$ cat src/rtl/wtm_pkg.sv
package wtm_pkg;

  localparam int TABLE_DEPTH = 16;
  localparam int IDX_W = (TABLE_DEPTH > 1) ? $clog2(TABLE_DEPTH) : 1;
  localparam int CNT_W = $clog2(TABLE_DEPTH + 1);

  localparam logic [1:0] REQ_CHECK  = 2'd0;
  localparam logic [1:0] REQ_ADD    = 2'd1;
  localparam logic [1:0] REQ_DELETE = 2'd2;
  localparam logic [1:0] REQ_CLEAR  = 2'd3;

  localparam logic [1:0] STATUS_OK        = 2'd0;
  localparam logic [1:0] STATUS_FULL      = 2'd1;
  localparam logic [1:0] STATUS_NOT_FOUND = 2'd2;

  localparam logic [2:0] KIND_CPU_WRITE     = 3'd0;
  localparam logic [2:0] KIND_PALETTE_WRITE = 3'd1;

  localparam logic [31:0] CPU_ADDR_MASK = 32'h00FF_FFFF;
  localparam logic [8:0]  PAL_B_MASK    = 9'h1C0;
  localparam logic [8:0]  PAL_G_MASK    = 9'h038;
  localparam logic [8:0]  PAL_R_MASK    = 9'h007;

  typedef struct packed {
    logic [31:0] addr;
    logic [7:0]  span;
    logic [7:0]  kinds;
    logic [31:0] cond_value;
    logic        cond;
    logic        once;
  } entry_t;

  // request as seen by every cell
  typedef struct packed {
    logic [1:0]  req_type;
    logic [2:0]  kind;
    logic [31:0] addr;
    logic [7:0]  width;
    logic [31:0] value;
    logic [15:0] pal_value;
  } probe_t;

  // priority chain carried from cell to cell
  typedef struct packed {
    logic             found;
    logic [IDX_W-1:0] slot;
    logic             once;
  } chain_t;

  typedef struct packed {
    logic load;
    logic remove;
  } cell_cmd_t;

  // BBBGGGRRR -> BBB0GGG0RRR0
  function automatic logic [15:0] palette_expand(input logic [8:0] v);
    logic [15:0] r;
    r = ({7'd0, v & PAL_B_MASK} << 3) | ({7'd0, v & PAL_G_MASK} << 2)
      | ({7'd0, v & PAL_R_MASK} << 1);
    return r;
  endfunction

endpackage

$ cat src/rtl/watchpoint_table_matcher.sv
// Watchpoint table matcher.
// Input channel (in_valid/in_ready) carries one request per transaction:
// check a bus access, add an entry, delete the first entry at an address,
// or clear the table. Result channel (out_valid/out_ready) returns exactly
// one transaction per request: hit, hit_slot, status and entry_count.
// The table is a row of cells, one entry each, held in insertion order.
// Every cell compares the request against its entry at once; a found flag
// runs down the row so the lowest matching position wins, and a removal
// shifts every later entry down one cell in the same cycle.
// Result path: the request is registered on acceptance, then the per-cell
// compare register, then priority pick, table update and output register.
// The row works on one request at a time. in_ready is high in the idle
// state even while a result waits.
// Stall: if out_ready is low, the finished result holds in the output
// register and the next request waits after its compare cycle.
// Reset: entry count goes to zero, no result pending; entry storage is not
// cleared and is only read below the entry count.
module watchpoint_table_matcher (
  input  logic        clk,
  input  logic        rst_n,
  input  logic        in_valid,
  output logic        in_ready,
  input  logic [1:0]  in_req_type,
  input  logic [2:0]  in_access_kind,
  input  logic [31:0] in_address,
  input  logic [7:0]  in_width,
  input  logic [31:0] in_value,
  input  logic [7:0]  in_kind_mask,
  input  logic        in_has_condition,
  input  logic [31:0] in_match_value,
  input  logic        in_once_only,
  output logic        out_valid,
  input  logic        out_ready,
  output logic        out_hit,
  output logic [3:0]  out_hit_slot,
  output logic [1:0]  out_status,
  output logic [4:0]  out_entry_count
);

  localparam int DEPTH = wtm_pkg::TABLE_DEPTH;
  localparam int CW    = wtm_pkg::CNT_W;
  localparam int IW    = wtm_pkg::IDX_W;

  typedef enum logic [1:0] {ST_IDLE, ST_EVAL, ST_APPLY} state_t;

  state_t            state_r;
  logic [CW-1:0]     cnt_r;
  logic [CW-1:0]     cnt_nxt;
  logic              out_valid_r;
  logic              out_hit_r;
  logic [3:0]        out_slot_r;
  logic [1:0]        out_status_r;
  logic [4:0]        out_count_r;

  // captured request
  logic [1:0]        req_type_r;
  logic [2:0]        kind_r;
  logic [31:0]       addr_r;
  logic [7:0]        width_r;
  logic [31:0]       value_r;
  logic [7:0]        kmask_r;
  logic              cond_r;
  logic [31:0]       mval_r;
  logic              once_r;

  wtm_pkg::probe_t   probe;
  wtm_pkg::entry_t   new_entry;
  wtm_pkg::entry_t   entries   [DEPTH];
  wtm_pkg::chain_t   chain     [DEPTH+1];
  wtm_pkg::cell_cmd_t cmds     [DEPTH];
  logic [DEPTH-1:0]  load_vec;

  logic              in_fire;
  logic              apply_fire;
  logic              found;
  logic              add_ok;
  logic              remove_en;
  logic              res_hit;
  logic [1:0]        res_status;

  assign in_ready   = (state_r == ST_IDLE);
  assign in_fire    = in_valid && in_ready;
  assign apply_fire = (state_r == ST_APPLY) && (!out_valid_r || out_ready);

  // request-side preprocessing shared by all cells
  always_comb begin
    probe.req_type  = req_type_r;
    probe.kind      = kind_r;
    probe.width     = width_r;
    probe.value     = value_r;
    probe.pal_value = wtm_pkg::palette_expand(value_r[8:0]);
    if (req_type_r == wtm_pkg::REQ_CHECK && kind_r == wtm_pkg::KIND_CPU_WRITE) begin
      probe.addr = addr_r & wtm_pkg::CPU_ADDR_MASK;
    end else begin
      probe.addr = addr_r;
    end
    new_entry.addr       = addr_r;
    new_entry.span       = width_r;
    new_entry.kinds      = kmask_r;
    new_entry.cond_value = mval_r;
    new_entry.cond       = cond_r;
    new_entry.once       = once_r;
  end

  assign chain[0] = '0;

  genvar gi;
  generate
    for (gi = 0; gi < DEPTH; gi++) begin : g_cell
      wtm_pkg::entry_t nbr;
      if (gi == DEPTH - 1) begin : g_last
        assign nbr = entries[gi];
      end else begin : g_mid
        assign nbr = entries[gi+1];
      end
      assign load_vec[gi]    = apply_fire && add_ok && (cnt_r == CW'(gi));
      assign cmds[gi].load   = load_vec[gi];
      assign cmds[gi].remove = apply_fire && remove_en;

      wtm_cell u_cell (
        .clk        (clk),
        .rst_n      (rst_n),
        .valid      (CW'(gi) < cnt_r),
        .idx        (IW'(gi)),
        .probe      (probe),
        .cmd        (cmds[gi]),
        .new_entry  (new_entry),
        .next_entry (nbr),
        .chain_in   (chain[gi]),
        .chain_out  (chain[gi+1]),
        .entry_out  (entries[gi])
      );
    end
  endgenerate

  // outcome of the request, from the end of the priority chain
  always_comb begin
    found      = chain[DEPTH].found;
    add_ok     = (req_type_r == wtm_pkg::REQ_ADD) && (cnt_r < CW'(DEPTH));
    remove_en  = 1'b0;
    res_hit    = 1'b0;
    res_status = wtm_pkg::STATUS_OK;
    cnt_nxt    = cnt_r;
    unique case (req_type_r)
      wtm_pkg::REQ_CHECK: begin
        res_hit   = found;
        remove_en = found && chain[DEPTH].once;
        if (remove_en) begin
          cnt_nxt = cnt_r - CW'(1);
        end
      end
      wtm_pkg::REQ_ADD: begin
        if (add_ok) begin
          cnt_nxt = cnt_r + CW'(1);
        end else begin
          res_status = wtm_pkg::STATUS_FULL;
        end
      end
      wtm_pkg::REQ_DELETE: begin
        remove_en = found;
        if (found) begin
          cnt_nxt = cnt_r - CW'(1);
        end else begin
          res_status = wtm_pkg::STATUS_NOT_FOUND;
        end
      end
      default: begin
        cnt_nxt = '0;
      end
    endcase
  end

  always_ff @(posedge clk) begin
    if (!rst_n) begin
      state_r     <= ST_IDLE;
      cnt_r       <= '0;
      out_valid_r <= 1'b0;
    end else begin
      unique case (state_r)
        ST_IDLE: begin
          if (in_fire) begin
            state_r <= ST_EVAL;
          end
        end
        ST_EVAL: begin
          state_r <= ST_APPLY;
        end
        ST_APPLY: begin
          if (apply_fire) begin
            state_r <= ST_IDLE;
          end
        end
        default: begin
          state_r <= ST_IDLE;
        end
      endcase
      if (apply_fire) begin
        cnt_r        <= cnt_nxt;
        out_valid_r  <= 1'b1;
        out_hit_r    <= res_hit;
        out_slot_r   <= res_hit ? 4'(chain[DEPTH].slot) : 4'd0;
        out_status_r <= res_status;
        out_count_r  <= 5'(cnt_nxt);
      end else if (out_ready) begin
        out_valid_r <= 1'b0;
      end
    end
  end

  // payload registers
  always_ff @(posedge clk) begin
    if (in_fire) begin
      req_type_r <= in_req_type;
      kind_r     <= in_access_kind;
      addr_r     <= in_address;
      width_r    <= in_width;
      value_r    <= in_value;
      kmask_r    <= in_kind_mask;
      cond_r     <= in_has_condition;
      mval_r     <= in_match_value;
      once_r     <= in_once_only;
    end
  end

  assign out_valid       = out_valid_r;
  assign out_hit         = out_hit_r;
  assign out_hit_slot    = out_slot_r;
  assign out_status      = out_status_r;
  assign out_entry_count = out_count_r;

`ifndef SYNTH
  a_count_bound: assert property (@(posedge clk) disable iff (!rst_n)
    cnt_r <= CW'(DEPTH))
    else $error("entry count above table depth");

  a_count_stable: assert property (@(posedge clk) disable iff (!rst_n)
    !apply_fire |=> $stable(cnt_r))
    else $error("entry count changed outside table update");

  a_single_load: assert property (@(posedge clk) disable iff (!rst_n)
    $onehot0(load_vec))
    else $error("more than one cell loaded");

  a_hit_status: assert property (@(posedge clk) disable iff (!rst_n)
    apply_fire && res_hit |-> res_status == wtm_pkg::STATUS_OK && found)
    else $error("hit with non-ok status");

  a_full_refuse: assert property (@(posedge clk) disable iff (!rst_n)
    apply_fire && res_status == wtm_pkg::STATUS_FULL |-> cnt_r == CW'(DEPTH))
    else $error("add refused while table not full");
`endif

endmodule

$ cat src/rtl/wtm_cell.sv
module wtm_cell (
  input  logic                        clk,
  input  logic                        rst_n,
  input  logic                        valid,
  input  logic [wtm_pkg::IDX_W-1:0]   idx,
  input  wtm_pkg::probe_t             probe,
  input  wtm_pkg::cell_cmd_t          cmd,
  input  wtm_pkg::entry_t             new_entry,
  input  wtm_pkg::entry_t             next_entry,
  input  wtm_pkg::chain_t             chain_in,
  output wtm_pkg::chain_t             chain_out,
  output wtm_pkg::entry_t             entry_out
);

  wtm_pkg::entry_t entry_r;
  logic            sel_r;
  logic            sel_nxt;
  logic            first;
  logic [31:0]     cmp_value;
  logic [32:0]     entry_hi;
  logic [32:0]     access_hi;
  logic            kind_ok;
  logic            cond_ok;
  logic            range_ok;

  always_comb begin
    if (probe.kind == wtm_pkg::KIND_PALETTE_WRITE) begin
      if (entry_r.span == 8'd1 && entry_r.addr[0]) begin
        cmp_value = {24'd0, probe.pal_value[7:0]};
      end else begin
        cmp_value = {16'd0, probe.pal_value};
      end
    end else begin
      cmp_value = probe.value;
    end
    kind_ok   = entry_r.kinds[probe.kind];
    cond_ok   = !entry_r.cond || (entry_r.cond_value == cmp_value);
    entry_hi  = {1'b0, entry_r.addr} + {25'd0, entry_r.span};
    access_hi = {1'b0, probe.addr} + {25'd0, probe.width};
    range_ok  = ({1'b0, probe.addr} <= entry_hi) && (access_hi >= {1'b0, entry_r.addr});
    unique case (probe.req_type)
      wtm_pkg::REQ_CHECK:  sel_nxt = valid && kind_ok && cond_ok && range_ok;
      wtm_pkg::REQ_DELETE: sel_nxt = valid && (entry_r.addr == probe.addr);
      default:             sel_nxt = 1'b0;
    endcase
  end

  // first match in the row: nothing found to the left
  assign first           = sel_r && !chain_in.found;
  assign chain_out.found = chain_in.found || sel_r;
  assign chain_out.slot  = first ? idx : chain_in.slot;
  assign chain_out.once  = first ? entry_r.once : chain_in.once;
  assign entry_out       = entry_r;

  always_ff @(posedge clk) begin
    if (!rst_n) begin
      sel_r <= 1'b0;
    end else begin
      sel_r <= sel_nxt;
    end
  end

  // removal pulls the neighbor down into this position and every later one
  always_ff @(posedge clk) begin
    if (cmd.load) begin
      entry_r <= new_entry;
    end else if (cmd.remove && chain_out.found) begin
      entry_r <= next_entry;
    end
  end

endmodule

$ cat config.mk
export PLATFORM = sky130hd
export DESIGN_NAME = watchpoint_table_matcher
export DESIGN_NICKNAME = d
export VERILOG_FILES = /design/src/rtl/wtm_pkg.sv /design/src/rtl/watchpoint_table_matcher.sv /design/src/rtl/wtm_cell.sv
export SDC_FILE = /design/constraint.sdc
export NUM_CORES = 2
export LEC_CHECK = 0
export BUFFER_PORTS_ARGS = -buffer_cell sky130_fd_sc_hd__buf_2
export CAP_MARGIN = 5
export CELL_PAD_IN_SITES_DETAIL_PLACEMENT = 1
export CELL_PAD_IN_SITES_GLOBAL_PLACEMENT = 2
export CORE_ASPECT_RATIO = 0.9
export CORE_MARGIN = 1.5
export CORE_UTILIZATION = 30
export CTS_BUF_LIST = sky130_fd_sc_hd__clkbuf_16
export DETAILED_ROUTE_END_ITERATION = 10
export GPL_ROUTABILITY_DRIVEN = 0
export MAX_ROUTING_LAYER = met4
export PLACE_DENSITY_LB_ADDON = 0.1
export SYNTH_ARGS = -nofsm -noshare
export SYNTH_HDL_FRONTEND = slang
export SYNTH_SLANG_ARGS = --single-unit
$ cat constraint.sdc
create_clock -name clk -period 10.1 [get_ports clk]
set_input_delay 2.02 -clock clk [delete_from_list [all_inputs] [get_ports clk]]
set_output_delay 2.02 -clock clk [all_outputs]
set_load 0.1 [all_outputs]
==> flow_summary.toml <==
[critical_path]
r2r-start = "width_r[0]"
r2r_cells = 20
r2r_setup_slack_ns = 3.49
cp-start-kind = "flip-flop"
slowest_delay_ns = 0.86
path_cells = "buf_4 > ha_1 > a21o_1 > a21oi_1 > o21a_1 > o31ai_1 > nand2_1 > nor2_1 > nand2_1 > xnor2_2 > buf_4 > ha_1 > o21ai_0 > a21oi_1 > a221o_1 > a221oi_1 > o211ai_1 > a211oi_1 > or4_1 > o21ai_0"
worstSetupPathType = "reg2reg"
critPathCaptureType = "flip-flop"
critical_path_buf_inv_count = 2
cp_slowest_cell = "o31ai_1"
path_delay_family = "compound AO/OA/AOI/OAI gates"
cp.arrival_ns = 7.42
worstPathRequired_ns = 10.90
crit_fanout = 17
reg2reg_to = "g_cell[11].u_cell.sel_r"

[placement]
portBuffers = 136
post-place-ws_ns = 3.656
hpwl_mm = 441.5
placedInstanceArea_um2 = 121400
placed_cells = 15519

[flow_run]
drv_cap = 1

[clock_tree]
cts_tree = "done"
numCtsBuffers = 193
clkSlewWorstSetupHoldPaths_ns = 0.08
post_cts_buffers = 0
cts.path.max_buffers = 4
clock_latency_ns = 1.00
cts_root_buffer = "clkbuf_16"
cts-hold-fix-buffers = 0
ctsResizeCount = 0
cts_num_sinks = 1467
htree_levels = 4

[timing]
fmax_ghz = 0.1512
slew_headroom_pct = 0.4352
finalCriticalPeriod_ns = 6.612
hold_slack_ns = 0.5462
tightest_slew_ns = 1.480
setup_viol = 0
slew_violations = 0
hold_violations = 0
setup_tns_ns = 0
clock_skew_ns = 0.1102
min_period_over_period_pct = 65.47
fin_ws_ns = 3.488
grt_setup_unrepaired = "false"

[power_and_ir_drop]
p_per_area_nw_per_um2 = 126.9
peakVddDrop_mv = 0.1809
p_total_mw = 16.21
p_leak_nw = 47.27

[run_status]
violations = "capacitance limit"
status = "complete, but fails checks"

[cells_and_area]
areaGrowthSynthToFinish_pct = 12.83
layout-drive-gt1-share_pct = 18.55
final_area_um2 = 127700
nFillCells = 41259
regArea_um2 = 43810
finalNonFillerCells = 15905
multiInputGateArea_um2 = 65560
fin_nets = 12079
final_util_pct = 34.08

[detailed_routing]
drtAntennaViolNets = 0
drt_first_pass_iters = 8
dr_wl_met3_mm = 35.63
wl_met2_mm = 281.1
drcViolationCount = 0
wl_per_cell_um = 38.17
wl_mm = 607.1
drt-initial-drc-count = 8992
top_layer = "met4"
via_count = 93910
met1Wirelength_mm = 257.9
vias_per_cell = 5.904

[yosys]
synth.distinct_cells = 92
synth_edf_count = 1443
ys_seq_elements = 1467
yosysTopAreaCell = "edfxtp_1"
netlist_instances = 10610
synth_nets = 11919
async_flop_share_pct = 0
synth-seq-area-share_pct = 38.72
netlist_area_um2 = 113200
synthDominantCellAreaShare_pct = 38.29
synth_flop_cell = "edfxtp_1"
netlist_top_cells_area = "edfxtp_1 (38%), ha_1 (13%), mux2_2 (11%)"
avgSynthCellArea_um2 = 10.67
yosysWarningCount = 0

[global_route]
gr-total-overflow = 0
antenna_found_initial = 39
grt_start_max_net_pins = 100
grtUsageTotal_pct = 31.96
grt_pass1_wl_mm = 826.1
grt_pass1_vias = 96560

[min_path]
hold_path.class = "reg2reg"
min_from = "state_r[0]"
hold_depth = 2
hold_end = "state_r[1]"

[floorplan]
die_y_um = 585.7
die-area_um2 = 380900
initial_core_util_pct = 30.20
std_cell_rows = 213
coreArea_um2 = 374700
ios = 137
die_x_um = 650.4
[worst max-delay path by stage]
stage / start / cells after the start / to / slack [ns]
finish: width_r[0] / 20 / g_cell[11].u_cell.sel_r / 3.49
detailed placement: width_r[0] / 20 / g_cell[11].u_cell.sel_r / 3.66
floorplan: out_ready / 6 / g_cell[0].u_cell.entry_out[0] / 0.95
global placement: width_r[0] / 20 / g_cell[11].u_cell.sel_r / 3.65
global route: width_r[0] / 20 / g_cell[11].u_cell.sel_r / 3.18
CTS: width_r[0] / 20 / g_cell[11].u_cell.sel_r / 3.51
[registers in the layout, summed over array words and instances (netlist names), 2 cells and up]
register / flops
out_status: 2
width_r: 8
g_cell.u_cell.entry_out: 1312
state_r: 2
kmask_r: 8
out_hit_slot: 4
cnt_r: 5
addr_r: 32
mval_r: 32
req_type_r: 2
kind_r: 3
value_r: 32
out_entry_count: 5
g_cell.u_cell.sel_r: 16
[report_power, final]
group          leakage [nW]  internal [mW]  switching (mW)  total [mW]
Clock                  3.08           3.86            3.19        7.04
Combinational          31.0          0.697            1.77        2.46
Sequential             13.2           6.64          0.0578        6.70
[tightest hold or removal path, stage by stage, from the launching register on]
cell	delay (ns)
dfxtp_1	0.34
a21oi_1	0.07
nor2_1	0.09
[routing by layer]
layer	GRT usage [%]	up-vias
li1	-	40395
met1	40.38	48855
met2	51.19	3561
met3	4.002	1099
met4	14.46	0
met5	-	-
[area by class of cell]
type                    instances  share of cell area [%]
clock inverters               160                   1.009
inverters                     659                   1.937
diodes                         30                 0.05880
repair buffers                483                   2.665
clock buffers                 195                   3.822
flip-flops and latches       1467                   34.31
multi-input cells            7966                   51.35
well taps                    4945                   4.846
[cells in the final DEF (no fill, tap or decap), types with 32 or more instances in the layout]
master / count
edfxtp_1: 1443
o21bai_1: 32
nor2_1: 353
a211oi_1: 74
o21a_1: 51
nor4bb_1: 70
a31oi_1: 125
or4_1: 56
a22o_1: 34
a21oi_1: 493
o211ai_1: 35
nand2_1: 515
o32ai_1: 82
nor3_1: 223
ha_1: 1169
nand3_1: 278
xnor2_1: 934
nor4_1: 186
nand4_1: 359
buf_2: 137
clkinv_1: 65
clkbuf_16: 195
nor2b_1: 104
and4_1: 34
o22ai_1: 68
a21o_1: 166
nand2b_1: 68
o21ai_0: 375
inv_1: 668
mux2_2: 1110
buf_4: 336
and3_1: 86
xor2_1: 291
a2111oi_0: 48
mux4_2: 32
[cell families (layout without fill, tap and decap cells)]
| logic type | count (synthesis) | count (layout) | synth area share (%) |
|---|---|---|---|
| muxes | 1167 | 1167 | 11.91 |
| adders and majority gates | 1186 | 1186 | 13.23 |
| other | 0 | 30 | 0 |
| buffers and inverters | 1177 | 1497 | 3.966 |
| and+or+nand+nor | 2501 | 2501 | 11.83 |
| DFF | 1467 | 1467 | 38.72 |
| xor gates and xnor gates | 1254 | 1254 | 9.705 |
| AOI/OAI and AO/OA | 1858 | 1858 | 10.65 |
[Yosys cell counts, types with 25 or more instances]
master	instances
nand4_1	359
a31oi_1	126
o21a_1	51
a21o_1	166
o22ai_1	68
o32ai_1	82
or3_1	28
o21ai_0	389
nor2_1	354
buf_1	127
xor2_1	297
a21oi_1	494
mux2_2	1110
nor4bb_1	70
nor3_1	227
clkbuf_1	357
and2_1	25
xnor2_1	957
mux4_2	32
inv_1	646
a2111oi_0	49
nand3_1	278
o21bai_1	34
or4_1	56
ha_1	1169
nor2b_1	106
buf_2	29
nand2b_1	68
a22o_1	34
o211ai_1	35
and3_1	86
edfxtp_1	1443
nand2_1	528
a211oi_1	75
and4_1	34
nor4_1	188
Power figures use the tool's default switching activity.
